<file path="src/hdl/bbpa_pkg.sv">
// Types and constants shared by the buffer pool allocator modules.
`timescale 1ns / 1ps

package bbpa_pkg;

    // Slot and rank fields are sized for the largest supported table (64 blocks).
    localparam int IDX_W = 6;

    localparam logic CFG_BUDGET = 1'b0;
    localparam logic [31:0] BUDGET_RESET = 32'd268435456;

    typedef enum logic [2:0] {
        STAT_GRANTED   = 3'd0,
        STAT_NULL      = 3'd1,
        STAT_TOO_LARGE = 3'd2,
        STAT_MUST_WAIT = 3'd3,
        STAT_FULL      = 3'd4,
        STAT_RELEASED  = 3'd5,
        STAT_UNKNOWN   = 3'd6
    } status_t;

    typedef enum logic [1:0] {
        ST_IDLE,
        ST_CHECK,
        ST_SCAN,
        ST_DONE
    } state_t;

    typedef enum logic [1:0] {
        CMD_NONE,
        CMD_RELEASE,
        CMD_REUSE,
        CMD_APPEND
    } cmd_op_t;

    typedef struct packed {
        logic        req_type;
        logic [31:0] request_bytes;
        logic [3:0]  release_slot;
        logic [31:0] release_bytes;
    } req_t;

    typedef struct packed {
        status_t     status;
        logic [3:0]  granted_slot;
        logic [31:0] granted_capacity;
        logic        reused;
        logic        evicted;
        logic [3:0]  evicted_slot;
        logic [31:0] outstanding_after;
    } rsp_t;

    // Search record handed from cell to cell.
    typedef struct packed {
        logic             go;
        logic             fit_found;
        logic [IDX_W-1:0] fit_rank;
        logic [IDX_W-1:0] fit_slot;
        logic [31:0]      fit_cap;
        logic             idle_found;
        logic [IDX_W-1:0] idle_rank;
        logic [IDX_W-1:0] idle_slot;
        logic             free_found;
        logic [IDX_W-1:0] free_slot;
    } scan_t;

    // Update broadcast to all cells.
    typedef struct packed {
        cmd_op_t          op;
        logic [IDX_W-1:0] slot;
        logic             evict;
        logic [IDX_W-1:0] evict_slot;
        logic [IDX_W-1:0] evict_rank;
        logic [IDX_W-1:0] new_rank;
        logic [31:0]      size;
    } cmd_t;

endpackage

</file>
<file path="src/hdl/bbpa_cell.sv">
// One table slot: holds its block state and refines the search record in transit.
`timescale 1ns / 1ps

module bbpa_cell #(
    parameter int SLOT = 0
) (
    input  logic            clk,
    input  logic            rst_n,
    input  bbpa_pkg::scan_t scan_in,
    input  bbpa_pkg::cmd_t  cmd,
    output bbpa_pkg::scan_t scan_out,
    output logic            valid
);

    localparam logic [bbpa_pkg::IDX_W-1:0] MY_SLOT = bbpa_pkg::IDX_W'(SLOT);

    logic                        valid_reg, valid_next;
    logic                        busy_reg, busy_next;
    logic [bbpa_pkg::IDX_W-1:0]  rank_reg, rank_next;
    logic [31:0]                 cap_reg, cap_next;
    bbpa_pkg::scan_t             scan_reg, scan_next;
    logic                        cand;

    assign cand = valid_reg && !busy_reg;

    always_comb
    begin
        scan_next = scan_in;
        if (cand && (cap_reg >= cmd.size)
            && (!scan_in.fit_found || (rank_reg < scan_in.fit_rank)))
        begin
            scan_next.fit_found = 1'b1;
            scan_next.fit_rank  = rank_reg;
            scan_next.fit_slot  = MY_SLOT;
            scan_next.fit_cap   = cap_reg;
        end
        if (cand && (!scan_in.idle_found || (rank_reg < scan_in.idle_rank)))
        begin
            scan_next.idle_found = 1'b1;
            scan_next.idle_rank  = rank_reg;
            scan_next.idle_slot  = MY_SLOT;
        end
        if (!valid_reg && !scan_in.free_found)
        begin
            scan_next.free_found = 1'b1;
            scan_next.free_slot  = MY_SLOT;
        end
    end

    always_comb
    begin
        valid_next = valid_reg;
        busy_next  = busy_reg;
        rank_next  = rank_reg;
        cap_next   = cap_reg;
        case (cmd.op)
            bbpa_pkg::CMD_RELEASE:
            begin
                if (cmd.slot == MY_SLOT)
                begin
                    busy_next = 1'b0;
                end
            end
            bbpa_pkg::CMD_REUSE:
            begin
                if (cmd.slot == MY_SLOT)
                begin
                    busy_next = 1'b1;
                end
            end
            bbpa_pkg::CMD_APPEND:
            begin
                if (cmd.evict)
                begin
                    if (cmd.evict_slot == MY_SLOT)
                    begin
                        valid_next = 1'b0;
                        busy_next  = 1'b0;
                    end
                    else if (valid_reg && (rank_reg > cmd.evict_rank))
                    begin
                        rank_next = rank_reg - bbpa_pkg::IDX_W'(1);
                    end
                end
                if (cmd.slot == MY_SLOT)
                begin
                    valid_next = 1'b1;
                    busy_next  = 1'b1;
                    rank_next  = cmd.new_rank;
                    cap_next   = cmd.size;
                end
            end
            default:
            begin
            end
        endcase
    end

    always_ff @(posedge clk or negedge rst_n)
    begin
        if (!rst_n)
        begin
            valid_reg <= 1'b0;
            busy_reg  <= 1'b0;
            rank_reg  <= '0;
            scan_reg  <= '0;
        end
        else
        begin
            valid_reg <= valid_next;
            busy_reg  <= busy_next;
            rank_reg  <= rank_next;
            scan_reg  <= scan_next;
        end
    end

    always_ff @(posedge clk)
    begin
        cap_reg <= cap_next;
    end

    assign scan_out = scan_reg;
    assign valid    = valid_reg;

endmodule

</file>
<file path="src/hdl/budgeted_buffer_pool_allocator_unit.sv">
// Top level of the budgeted first-fit buffer pool allocator.
`timescale 1ns / 1ps
//
// Requests arrive on req (req_valid/req_ready) and each gives exactly one
// response on rsp (rsp_valid/rsp_ready). An acquire reuses the first idle
// block in order that is large enough, else evicts the first idle block, if
// any, and appends a new one; a release marks a block idle. Outstanding
// bytes are held against the budget, written through the APB port at
// address 0. One request is handled at a time. Releases and acquires
// rejected by the size and budget checks go from the check state straight
// to the done state; acquires that search the table pass through the scan
// state while the search record steps through the row of slot cells one
// cell per cycle. The next request is taken as soon as the response is
// parked in the output register, so a stalled receiver costs nothing
// until a second response is ready. Reset empties the table, zeroes the
// outstanding total and restores the default budget; no clearing pass is
// needed.

module budgeted_buffer_pool_allocator_unit #(
    parameter int MAX_BLOCKS = 16
) (
    input  logic            clk,
    input  logic            rst_n,
    input  logic            req_valid,
    output logic            req_ready,
    input  bbpa_pkg::req_t  req,
    output logic            rsp_valid,
    input  logic            rsp_ready,
    output bbpa_pkg::rsp_t  rsp,
    input  logic            psel,
    input  logic            penable,
    input  logic            pwrite,
    input  logic [2:0]      paddr,
    input  logic [31:0]     pwdata,
    output logic [31:0]     prdata,
    output logic            pready
);

    localparam int SW = (MAX_BLOCKS > 1) ? $clog2(MAX_BLOCKS) : 1;
    localparam int TW = $clog2(MAX_BLOCKS + 1);
    localparam int IW = bbpa_pkg::IDX_W;

    bbpa_pkg::state_t  state_reg, state_next;
    bbpa_pkg::req_t    item_reg;
    bbpa_pkg::rsp_t    res_reg, res_next;
    bbpa_pkg::rsp_t    rsp_reg;
    logic              rsp_valid_reg;
    logic [31:0]       budget_reg;
    logic [31:0]       outstanding_reg, outstanding_next;
    logic [TW-1:0]     total_reg, total_next;

    bbpa_pkg::cmd_t    cmd;
    bbpa_pkg::scan_t   head;
    bbpa_pkg::scan_t   chain [MAX_BLOCKS];
    bbpa_pkg::scan_t   tail;
    logic [MAX_BLOCKS-1:0] valid_vec;

    logic              launch;
    logic              rsp_load;
    logic              rel_ok;
    logic [SW-1:0]     rel_idx;
    logic [32:0]       sum_req;
    logic [IW-1:0]     place_slot;

    // ---------------- configuration port ----------------
    assign pready = 1'b1;
    assign prdata = (paddr[2] == bbpa_pkg::CFG_BUDGET) ? budget_reg : 32'd0;

    always_ff @(posedge clk or negedge rst_n)
    begin
        if (!rst_n)
        begin
            budget_reg <= bbpa_pkg::BUDGET_RESET;
        end
        else if (psel && penable && pwrite && (paddr[2] == bbpa_pkg::CFG_BUDGET))
        begin
            budget_reg <= pwdata;
        end
    end

    // ---------------- slot cells ----------------
    always_comb
    begin
        head            = '0;
        head.go         = launch;
    end

    for (genvar i = 0; i < MAX_BLOCKS; i++)
    begin : g_cell
        bbpa_cell #(
            .SLOT (i)
        ) u_cell (
            .clk      (clk),
            .rst_n    (rst_n),
            .scan_in  ((i == 0) ? head : chain[(i == 0) ? 0 : i - 1]),
            .cmd      (cmd),
            .scan_out (chain[i]),
            .valid    (valid_vec[i])
        );
    end

    assign tail = chain[MAX_BLOCKS-1];

    // ---------------- control ----------------
    assign rel_idx  = SW'(item_reg.release_slot);
    assign rel_ok   = ({28'd0, item_reg.release_slot} < 32'(MAX_BLOCKS)) && valid_vec[rel_idx];
    assign sum_req  = {1'b0, outstanding_reg} + {1'b0, item_reg.request_bytes};
    assign place_slot = (tail.idle_found && !(tail.free_found
                         && (tail.free_slot < tail.idle_slot))) ? tail.idle_slot
                                                                : tail.free_slot;
    assign req_ready = (state_reg == bbpa_pkg::ST_IDLE);
    assign rsp_load  = (state_reg == bbpa_pkg::ST_DONE) && (!rsp_valid_reg || rsp_ready);

    always_comb
    begin
        state_next       = state_reg;
        res_next         = res_reg;
        outstanding_next = outstanding_reg;
        total_next       = total_reg;
        launch           = 1'b0;
        cmd.op           = bbpa_pkg::CMD_NONE;
        cmd.slot         = '0;
        cmd.evict        = 1'b0;
        cmd.evict_slot   = '0;
        cmd.evict_rank   = '0;
        cmd.new_rank     = '0;
        cmd.size         = item_reg.request_bytes;
        unique case (state_reg)
            bbpa_pkg::ST_IDLE:
            begin
                if (req_valid)
                begin
                    state_next = bbpa_pkg::ST_CHECK;
                end
            end
            bbpa_pkg::ST_CHECK:
            begin
                res_next                   = '0;
                res_next.outstanding_after = outstanding_reg;
                state_next                 = bbpa_pkg::ST_DONE;
                if (item_reg.req_type)
                begin
                    if (rel_ok)
                    begin
                        cmd.op   = bbpa_pkg::CMD_RELEASE;
                        cmd.slot = IW'(item_reg.release_slot);
                        outstanding_next = (item_reg.release_bytes < outstanding_reg)
                                           ? (outstanding_reg - item_reg.release_bytes)
                                           : 32'd0;
                        res_next.status            = bbpa_pkg::STAT_RELEASED;
                        res_next.outstanding_after = outstanding_next;
                    end
                    else
                    begin
                        res_next.status = bbpa_pkg::STAT_UNKNOWN;
                    end
                end
                else if (item_reg.request_bytes == 32'd0)
                begin
                    res_next.status = bbpa_pkg::STAT_NULL;
                end
                else if (item_reg.request_bytes > budget_reg)
                begin
                    res_next.status = bbpa_pkg::STAT_TOO_LARGE;
                end
                else if (sum_req > {1'b0, budget_reg})
                begin
                    res_next.status = bbpa_pkg::STAT_MUST_WAIT;
                end
                else
                begin
                    launch     = 1'b1;
                    state_next = bbpa_pkg::ST_SCAN;
                end
            end
            bbpa_pkg::ST_SCAN:
            begin
                if (tail.go)
                begin
                    state_next = bbpa_pkg::ST_DONE;
                    if (tail.fit_found)
                    begin
                        cmd.op                     = bbpa_pkg::CMD_REUSE;
                        cmd.slot                   = tail.fit_slot;
                        outstanding_next           = sum_req[31:0];
                        res_next.status            = bbpa_pkg::STAT_GRANTED;
                        res_next.granted_slot      = 4'(tail.fit_slot);
                        res_next.granted_capacity  = tail.fit_cap;
                        res_next.reused            = 1'b1;
                        res_next.outstanding_after = outstanding_next;
                    end
                    else if (!tail.idle_found && !tail.free_found)
                    begin
                        res_next.status = bbpa_pkg::STAT_FULL;
                    end
                    else
                    begin
                        cmd.op         = bbpa_pkg::CMD_APPEND;
                        cmd.slot       = place_slot;
                        cmd.evict      = tail.idle_found;
                        cmd.evict_slot = tail.idle_slot;
                        cmd.evict_rank = tail.idle_rank;
                        cmd.new_rank   = IW'(total_reg - TW'(tail.idle_found));
                        total_next     = total_reg - TW'(tail.idle_found) + TW'(1);
                        outstanding_next           = sum_req[31:0];
                        res_next.status            = bbpa_pkg::STAT_GRANTED;
                        res_next.granted_slot      = 4'(place_slot);
                        res_next.granted_capacity  = item_reg.request_bytes;
                        res_next.evicted           = tail.idle_found;
                        res_next.evicted_slot      = tail.idle_found ? 4'(tail.idle_slot) : 4'd0;
                        res_next.outstanding_after = outstanding_next;
                    end
                end
            end
            bbpa_pkg::ST_DONE:
            begin
                if (rsp_load)
                begin
                    state_next = bbpa_pkg::ST_IDLE;
                end
            end
            default:
            begin
                state_next = bbpa_pkg::ST_IDLE;
            end
        endcase
    end

    always_ff @(posedge clk or negedge rst_n)
    begin
        if (!rst_n)
        begin
            state_reg       <= bbpa_pkg::ST_IDLE;
            outstanding_reg <= 32'd0;
            total_reg       <= '0;
            rsp_valid_reg   <= 1'b0;
        end
        else
        begin
            state_reg       <= state_next;
            outstanding_reg <= outstanding_next;
            total_reg       <= total_next;
            if (rsp_load)
            begin
                rsp_valid_reg <= 1'b1;
            end
            else if (rsp_ready)
            begin
                rsp_valid_reg <= 1'b0;
            end
        end
    end

    always_ff @(posedge clk)
    begin
        if (req_valid && req_ready)
        begin
            item_reg <= req;
        end
        res_reg <= res_next;
        if (rsp_load)
        begin
            rsp_reg <= res_reg;
        end
    end

    assign rsp_valid = rsp_valid_reg;
    assign rsp       = rsp_reg;

endmodule

</file>
<file path="config.mk">
export PLATFORM = sky130hd
export DESIGN_NAME = budgeted_buffer_pool_allocator_unit
export DESIGN_NICKNAME = d
export VERILOG_FILES = /design/src/hdl/bbpa_pkg.sv /design/src/hdl/bbpa_cell.sv /design/src/hdl/budgeted_buffer_pool_allocator_unit.sv
export SDC_FILE = /design/constraint.sdc
export NUM_CORES = 2
export LEC_CHECK = 0
export BUFFER_PORTS_ARGS = -buffer_cell sky130_fd_sc_hd__buf_2
export CORE_ASPECT_RATIO = 2
export CORE_MARGIN = 2
export CORE_UTILIZATION = 40
export CTS_CLUSTER_DIAMETER = 30
export CTS_CLUSTER_SIZE = 16
export DETAILED_ROUTE_END_ITERATION = 10
export PLACE_DENSITY_LB_ADDON = 0.1
export REMOVE_ABC_BUFFERS = 1
export SYNTH_ARGS = -nofsm -noshare
export SYNTH_HDL_FRONTEND = slang
export SYNTH_HIERARCHICAL = 1
export SYNTH_SLANG_ARGS = --single-unit
</file>
<file path="constraint.sdc">
create_clock -name clk -period 10 [get_ports clk]
set_input_delay 2 -clock clk [delete_from_list [all_inputs] [get_ports clk]]
set_output_delay 2 -clock clk [all_outputs]
set_load 0.01 [all_outputs]
</file>
# [Word-level counts from Yosys, hierarchy flattened]
# Cells that the tools add are included.
[op_classes] muxes=257 order_cmp=67 n_reduce_logical=337 n_eq_ne=123 n_bitwise=3 n_addsub=21
[ops] op="2-to-1 mux 45 bit" n=16
[ops] op="greater-or-equal comparator 32 bit" n=16
[ops] op="2-to-1 mux 6 bit" n=65
[ops] op="2-to-1 mux 32 bit" n=8
[ops] op="2-to-1 mux 13 bit" n=16
[ops] op="< comparator 6 bit" n=31
[ops] op="case mux 77 bit (2 select lines)" n=1
[ops] op="2-to-1 mux 7 bit" n=18
[ops] op="logical AND 1 bit" n=101
[ops] op="!= test 2 x 1 -> 1 bit (second input constant)" n=50
[ops] op="nonzero test 2 bit" n=50
[ops] op="== test 6 x 4 -> 1 bit (second input constant)" n=16
[ops] op="> comparator 6 bit" n=16
[ops] op="subtractor 6 x 1 -> 6 bit (second input constant)" n=16
[ops] op="2-to-1 mux 1 bit" n=93
[ops] op="zero test 1 bit" n=80
[ops] op="AND reduction 5 bit" n=16
[ops] op="2-to-1 mux 77 bit" n=1
[ops] op="AND reduction 4 bit" n=18
[ops] op="case mux 32 bit (2 select lines)" n=1
[ops] op="AND reduction 3 bit" n=19
[ops] op="2-to-1 mux 27 bit" n=2
[ops] op="!= test 3 x 2 -> 1 bit (second input constant)" n=17
[ops] op="== test 6 x 3 -> 1 bit (second input constant)" n=8
[ops] op="other kinds (35)" n=133
[totals] reg_bits=1985 inputBits=111 wordCells=1054 output_inout_bits=112

# [Longest topological paths before layout]
[logic_depth] depth_word=15 mapped_depth=21

# [By module]
# Netlist, hierarchy kept.
[by_module_without_submodules] module="bbpa_cell (g_cell[10].u_cell ...)" cells_per_inst=450 seq_area_each_um2=2812.7 n_inst=4 area_each_um2=5457.7
[by_module_without_submodules] module="budgeted_buffer_pool_allocator_unit" cells_per_inst=1514 seq_area_each_um2=8499.4 n_inst=1 area_each_um2=16851.2
[by_module_without_submodules] module="bbpa_cell (g_cell[1].u_cell ...)" cells_per_inst=456 seq_area_each_um2=2812.7 n_inst=2 area_each_um2=5449.0
[by_module_without_submodules] module="bbpa_cell (g_cell[11].u_cell ...)" cells_per_inst=454 seq_area_each_um2=2812.7 n_inst=2 area_each_um2=5445.2
[by_module_without_submodules] module="bbpa_cell (g_cell[4].u_cell ...)" cells_per_inst=457 seq_area_each_um2=2812.7 n_inst=2 area_each_um2=5445.2
[by_module_without_submodules] module="bbpa_cell (g_cell[13].u_cell ...)" cells_per_inst=453 seq_area_each_um2=2812.7 n_inst=2 area_each_um2=5444.0
[by_module_without_submodules] module="bbpa_cell (g_cell[3].u_cell)" cells_per_inst=451 seq_area_each_um2=2812.7 n_inst=1 area_each_um2=5445.2
[by_module_without_submodules] module="bbpa_cell (g_cell[15].u_cell)" cells_per_inst=454 seq_area_each_um2=2812.7 n_inst=1 area_each_um2=5436.5
[by_module_without_submodules] module="bbpa_cell (g_cell[0].u_cell)" cells_per_inst=459 seq_area_each_um2=2812.7 n_inst=1 area_each_um2=5435.2
[by_module_without_submodules] module="bbpa_cell (g_cell[12].u_cell)" cells_per_inst=452 seq_area_each_um2=2812.7 n_inst=1 area_each_um2=5431.5

# [Worst setup path after synthesis]
# No wires, ideal clock.
[synth_timing] kind="flip-flop to flip-flop" start="register state_reg[0]" end="register g_cell[13].u_cell/rank_reg[2] in the netlist's numbering" setup_time_ns=0.121 stages_incl_launch_ff=14 arrival_ns=6.172 period_less_slack_ns=6.294 required_ns=9.879 n_path_buf=4 slack_ns=3.706 path_cell_list="dfrtp_1 inv_1 ha_1 clkbuf_1 inv_1 clkbuf_1 clkbuf_1 nor4b_1 nand4_1 nor4_2 o41ai_4 and2_0 clkbuf_1 o22a_1"
[synth_rtl] element="start: declaration" line_no="budgeted_buffer_pool_allocator_unit.sv:43" source="bbpa_pkg::state_t state_reg, state_next;"
[synth_rtl] element="start signal: assignment" line_no="budgeted_buffer_pool_allocator_unit.sv:233" source="state_reg <= bbpa_pkg::ST_IDLE;"
[synth_rtl] element="start signal: assignment" line_no="budgeted_buffer_pool_allocator_unit.sv:240" source="state_reg <= state_next;"
[synth_rtl] element="end signal: assignment" line_no="bbpa_cell.sv:112" source="rank_reg <= rank_next;"
[synth_rtl] element="end: declaration" line_no="bbpa_cell.sv:19" source="logic [bbpa_pkg::IDX_W-1:0] rank_reg, rank_next;"

# [Final worst setup path]
[layout_timing] start="register item_reg (netlist bit cmd[0])" end="register state_reg[0]"
[layout_via] elab_chain_cells=7 elab_cells_between_ends=9 classes_between="1 x add/sub; 2 x order compare; 5 x mux; 1 x reduce/logical"
[layout_lines] element="start: declaration" line_no="budgeted_buffer_pool_allocator_unit.sv:44" source="bbpa_pkg::req_t item_reg;"
[layout_lines] element="start signal: assignment" line_no="budgeted_buffer_pool_allocator_unit.sv:258" source="item_reg <= req;"
[layout_lines] element="adder 32 x 32 -> 33 bit" line_no="budgeted_buffer_pool_allocator_unit.sv:107" source="assign sum_req = {1'b0, outstanding_reg} + {1'b0, item_reg.request_bytes};"
[layout_lines] element="> comparator 33 x 32 -> 1 bit" line_no="budgeted_buffer_pool_allocator_unit.sv:166" source="else if (sum_req > {1'b0, budget_reg})"
[layout_lines] element="2-to-1 mux 1 bit" line_no="budgeted_buffer_pool_allocator_unit.sv:166"
[layout_lines] element="2-to-1 mux 1 bit" line_no="budgeted_buffer_pool_allocator_unit.sv:162" source="else if (item_reg.request_bytes > budget_reg)"
[layout_lines] element="2-to-1 mux 1 bit *" line_no="budgeted_buffer_pool_allocator_unit.sv:158" source="else if (item_reg.request_bytes == 32'd0)"
[layout_lines] element="2-to-1 mux 1 bit *" line_no="budgeted_buffer_pool_allocator_unit.sv:141" source="if (item_reg.req_type)"
[layout_lines] element="case mux 2 bit (4 select lines) *" line_no="budgeted_buffer_pool_allocator_unit.sv:128" source="unique case (state_reg)"
# Every way passes the cells marked *; elsewhere a longest branch is shown, timed or not.
# A chain may end at the register's enable or synchronous reset.

==> results.txt <==
vias in the first global route - 73870
unrepaired setup endpoints after global routing - false
Ys Warns - 6
CP top delay family - simple AND/OR/NAND/NOR gates
CP cell instances - buf_4 -> ha_1 -> fa_1 -> a211oi_1 -> o21a_1 -> nor3_1 -> and3_1 -> nor2_1 -> o31ai_1 -> o211a_1 -> xor2_1 -> ha_1 -> a21oi_1 -> nor2b_1 -> o21ai_0 -> a21o_1 -> o2111ai_1 -> nor3_1 -> o221ai_1 -> nor4b_1 -> o21ai_0
static leakage - 55.38 nW
Largest register FFs - 1050
root buffer cell - clkbuf_16
gr usage total - 0.2078
syn_area_per_cell - 11.85 um^2
critical setup path kind - reg -> reg
Total Wirelength - 275100 um
final setup fails - 0
clock sinks - 1985
share of cells above drive strength 1 - 0.1807
placed insts - 12420
DR vias/cell - 5.276
maximum vdd drop - 0.0001337 V
Net count, final - 10310
design area - 0.1198 mm^2
fin cells - 12970
IO buf count - 219
Crit Path Max Fanout - 36
Mapped Cells - 8758
clock tree from TritonCTS - yes
placed instance area - 0.1092 mm^2
Setup TNS - 0 ns
Clock Tree Buf Depth - 4
num rows - 264
drt first pass iters - 6
post-layout min period - 7.344 ns
Final period util - 0.7344
crit path capture type - flip-flop
fin. max-slew vios - 0
Place WS - 2.778 ns
initial antenna violation count - 7
Startpoint Class - flip-flop
power per cell area - 209.0 mW/mm^2
largest net degree at the start of global routing - 151
CTS resizes - 0
Arr. time, crit path - 8.03 ns
grt ovf - 0
max-cap violation count - 0
Final HPWL DP - 206200 um
Synth-to-Final Area Change - 15.42%
Reg clk slew, reported paths - 0.06 ns
Worst-Margin Slew - 1.253 ns
final hold violations - 0
die area - 0.2637 mm^2
status - finished clean
FILL cells - 23460
# H-tree levels - 5
Core Footprint - 0.2583 mm^2
via count - 68450
WP data required - 10.68 ns
I/O pin cnt - 223
ANT nets after route - 0
clk_skew - 0.08480 ns
gpl congestion - 0.9602
Synth Cell Area - 0.1038 mm^2
Crit path buffers/inverters - 1
Core Util, Final - 0.4636
crit path max-delay cell type - nor3_1
global-route wire length before repair - 418500 um
Rel. slew slack - 0.1558
HP Class - reg -> reg
clock insertion delay at the later pin of the skew report - 0.90 ns
Chip Height - 724.3 um
max frequency - 0.1362 GHz
Design Power - 25.03 mW
initial DRC count - 3391
Die Width - 364.1 um
worst hold margin - 0.3456 ns
routed len/inst - 21.20 um
worst stage delay on the critical path - 0.81 ns
final setup margin - 2.656 ns
# Post-CTS Setup Buffers - 0
Starting Density - 0.4017
DRC - 0
CTS Buf Count - 304
CTS Hold Bufs - 0
## area by class of cell
cell class | instances | area (um^2) | share of cell area
sequential | 1985 | 53350 | 0.4455
clock inverter | 198 | 2421 | 0.02022
clock buffer | 351 | 8092 | 0.06756
antenna | 5 | 12.51 | 0.0001045
inverter | 942 | 3538 | 0.02955
multi-input combinational | 5662 | 45650 | 0.3812
tap | 3458 | 4327 | 0.03613
timing repair buffer | 373 | 2367 | 0.01977
## placed cells by master (no fill, tap or decap), types with 30 or more instances in the layout
master and instances:
nand3_1 253, nand2_1 464, o21ai_0 343, a21o_1 100, nor3_1 61, or2_2 44, buf_4 146, edfxtp_1 735
a21oi_1 401, o21a_1 94, xnor2_1 35, o311a_1 33, nor2_1 478, a211oi_1 70, a22oi_1 32, buf_2 218
and2_1 83, nor4_1 39, a21boi_0 36, o21bai_1 30, a2111o_1 32, and3_1 39, nand2b_1 171, inv_1 940
nor2b_1 137, ha_1 930, mux2i_1 62, clkbuf_16 310, nor3b_1 123, dfrtp_1 1248, mux2_4 523, nand4_1 209
mux2_2 111, a31oi_1 136, o22a_1 81, inv_6 43, conb_1 93
## where the power goes
group / total (mW) / switching [mW] / internal [mW]
logic: 4.60 / 2.92 / 1.68
clock network: 10.9 / 4.19 / 6.67
registers: 9.56 / 0.286 / 9.28
## worst register-to-register path, cell delays in order, from the launching register on
cell	delay, ns
edfxtp_1	0.33
buf_4	0.36
ha_1	0.30
fa_1	0.25
a211oi_1	0.15
o21a_1	0.22
nor3_1	0.47
and3_1	0.46
nor2_1	0.22
o31ai_1	0.54
o211a_1	0.25
xor2_1	0.39
ha_1	0.33
a21oi_1	0.15
nor2b_1	0.06
o21ai_0	0.14
a21o_1	0.29
o2111ai_1	0.15
nor3_1	0.81
o221ai_1	0.45
nor4b_1	0.65
o21ai_0	0.20
## worst paths after layout
check / cells after the start / startpoint / slack [ns] / endpoint
setup / recovery: 21 / cmd[0] / 2.66 / state_reg[0]
hold / removal: 0 / g_cell[1].u_cell/scan_out[65] / 0.35 / g_cell[2].u_cell/scan_out[65]
setup reg to reg: 21 / cmd[0] / 2.66 / state_reg[0]
hold reg to reg: 0 / g_cell[1].u_cell/scan_out[65] / 0.35 / g_cell[2].u_cell/scan_out[65]
max in group asynchronous: 3 / rst_n / 6.75 / g_cell[10].u_cell/scan_out[20]
min in group asynchronous: 1 / rst_n / 1.02 / g_cell[1].u_cell/scan_out[65]
## per-layer routing
layer | GRT usage | part of all wire | vias to the layer above
met5 | 0 | 0 | -
met4 | 0.1316 | 0.068 | 0
met3 | 0.02615 | 0.035 | 739
met2 | 0.4355 | 0.59 | 1596
met1 | 0.1771 | 0.31 | 33690
li1 | - | - | 32420
Power figures use the tool's default switching activity.
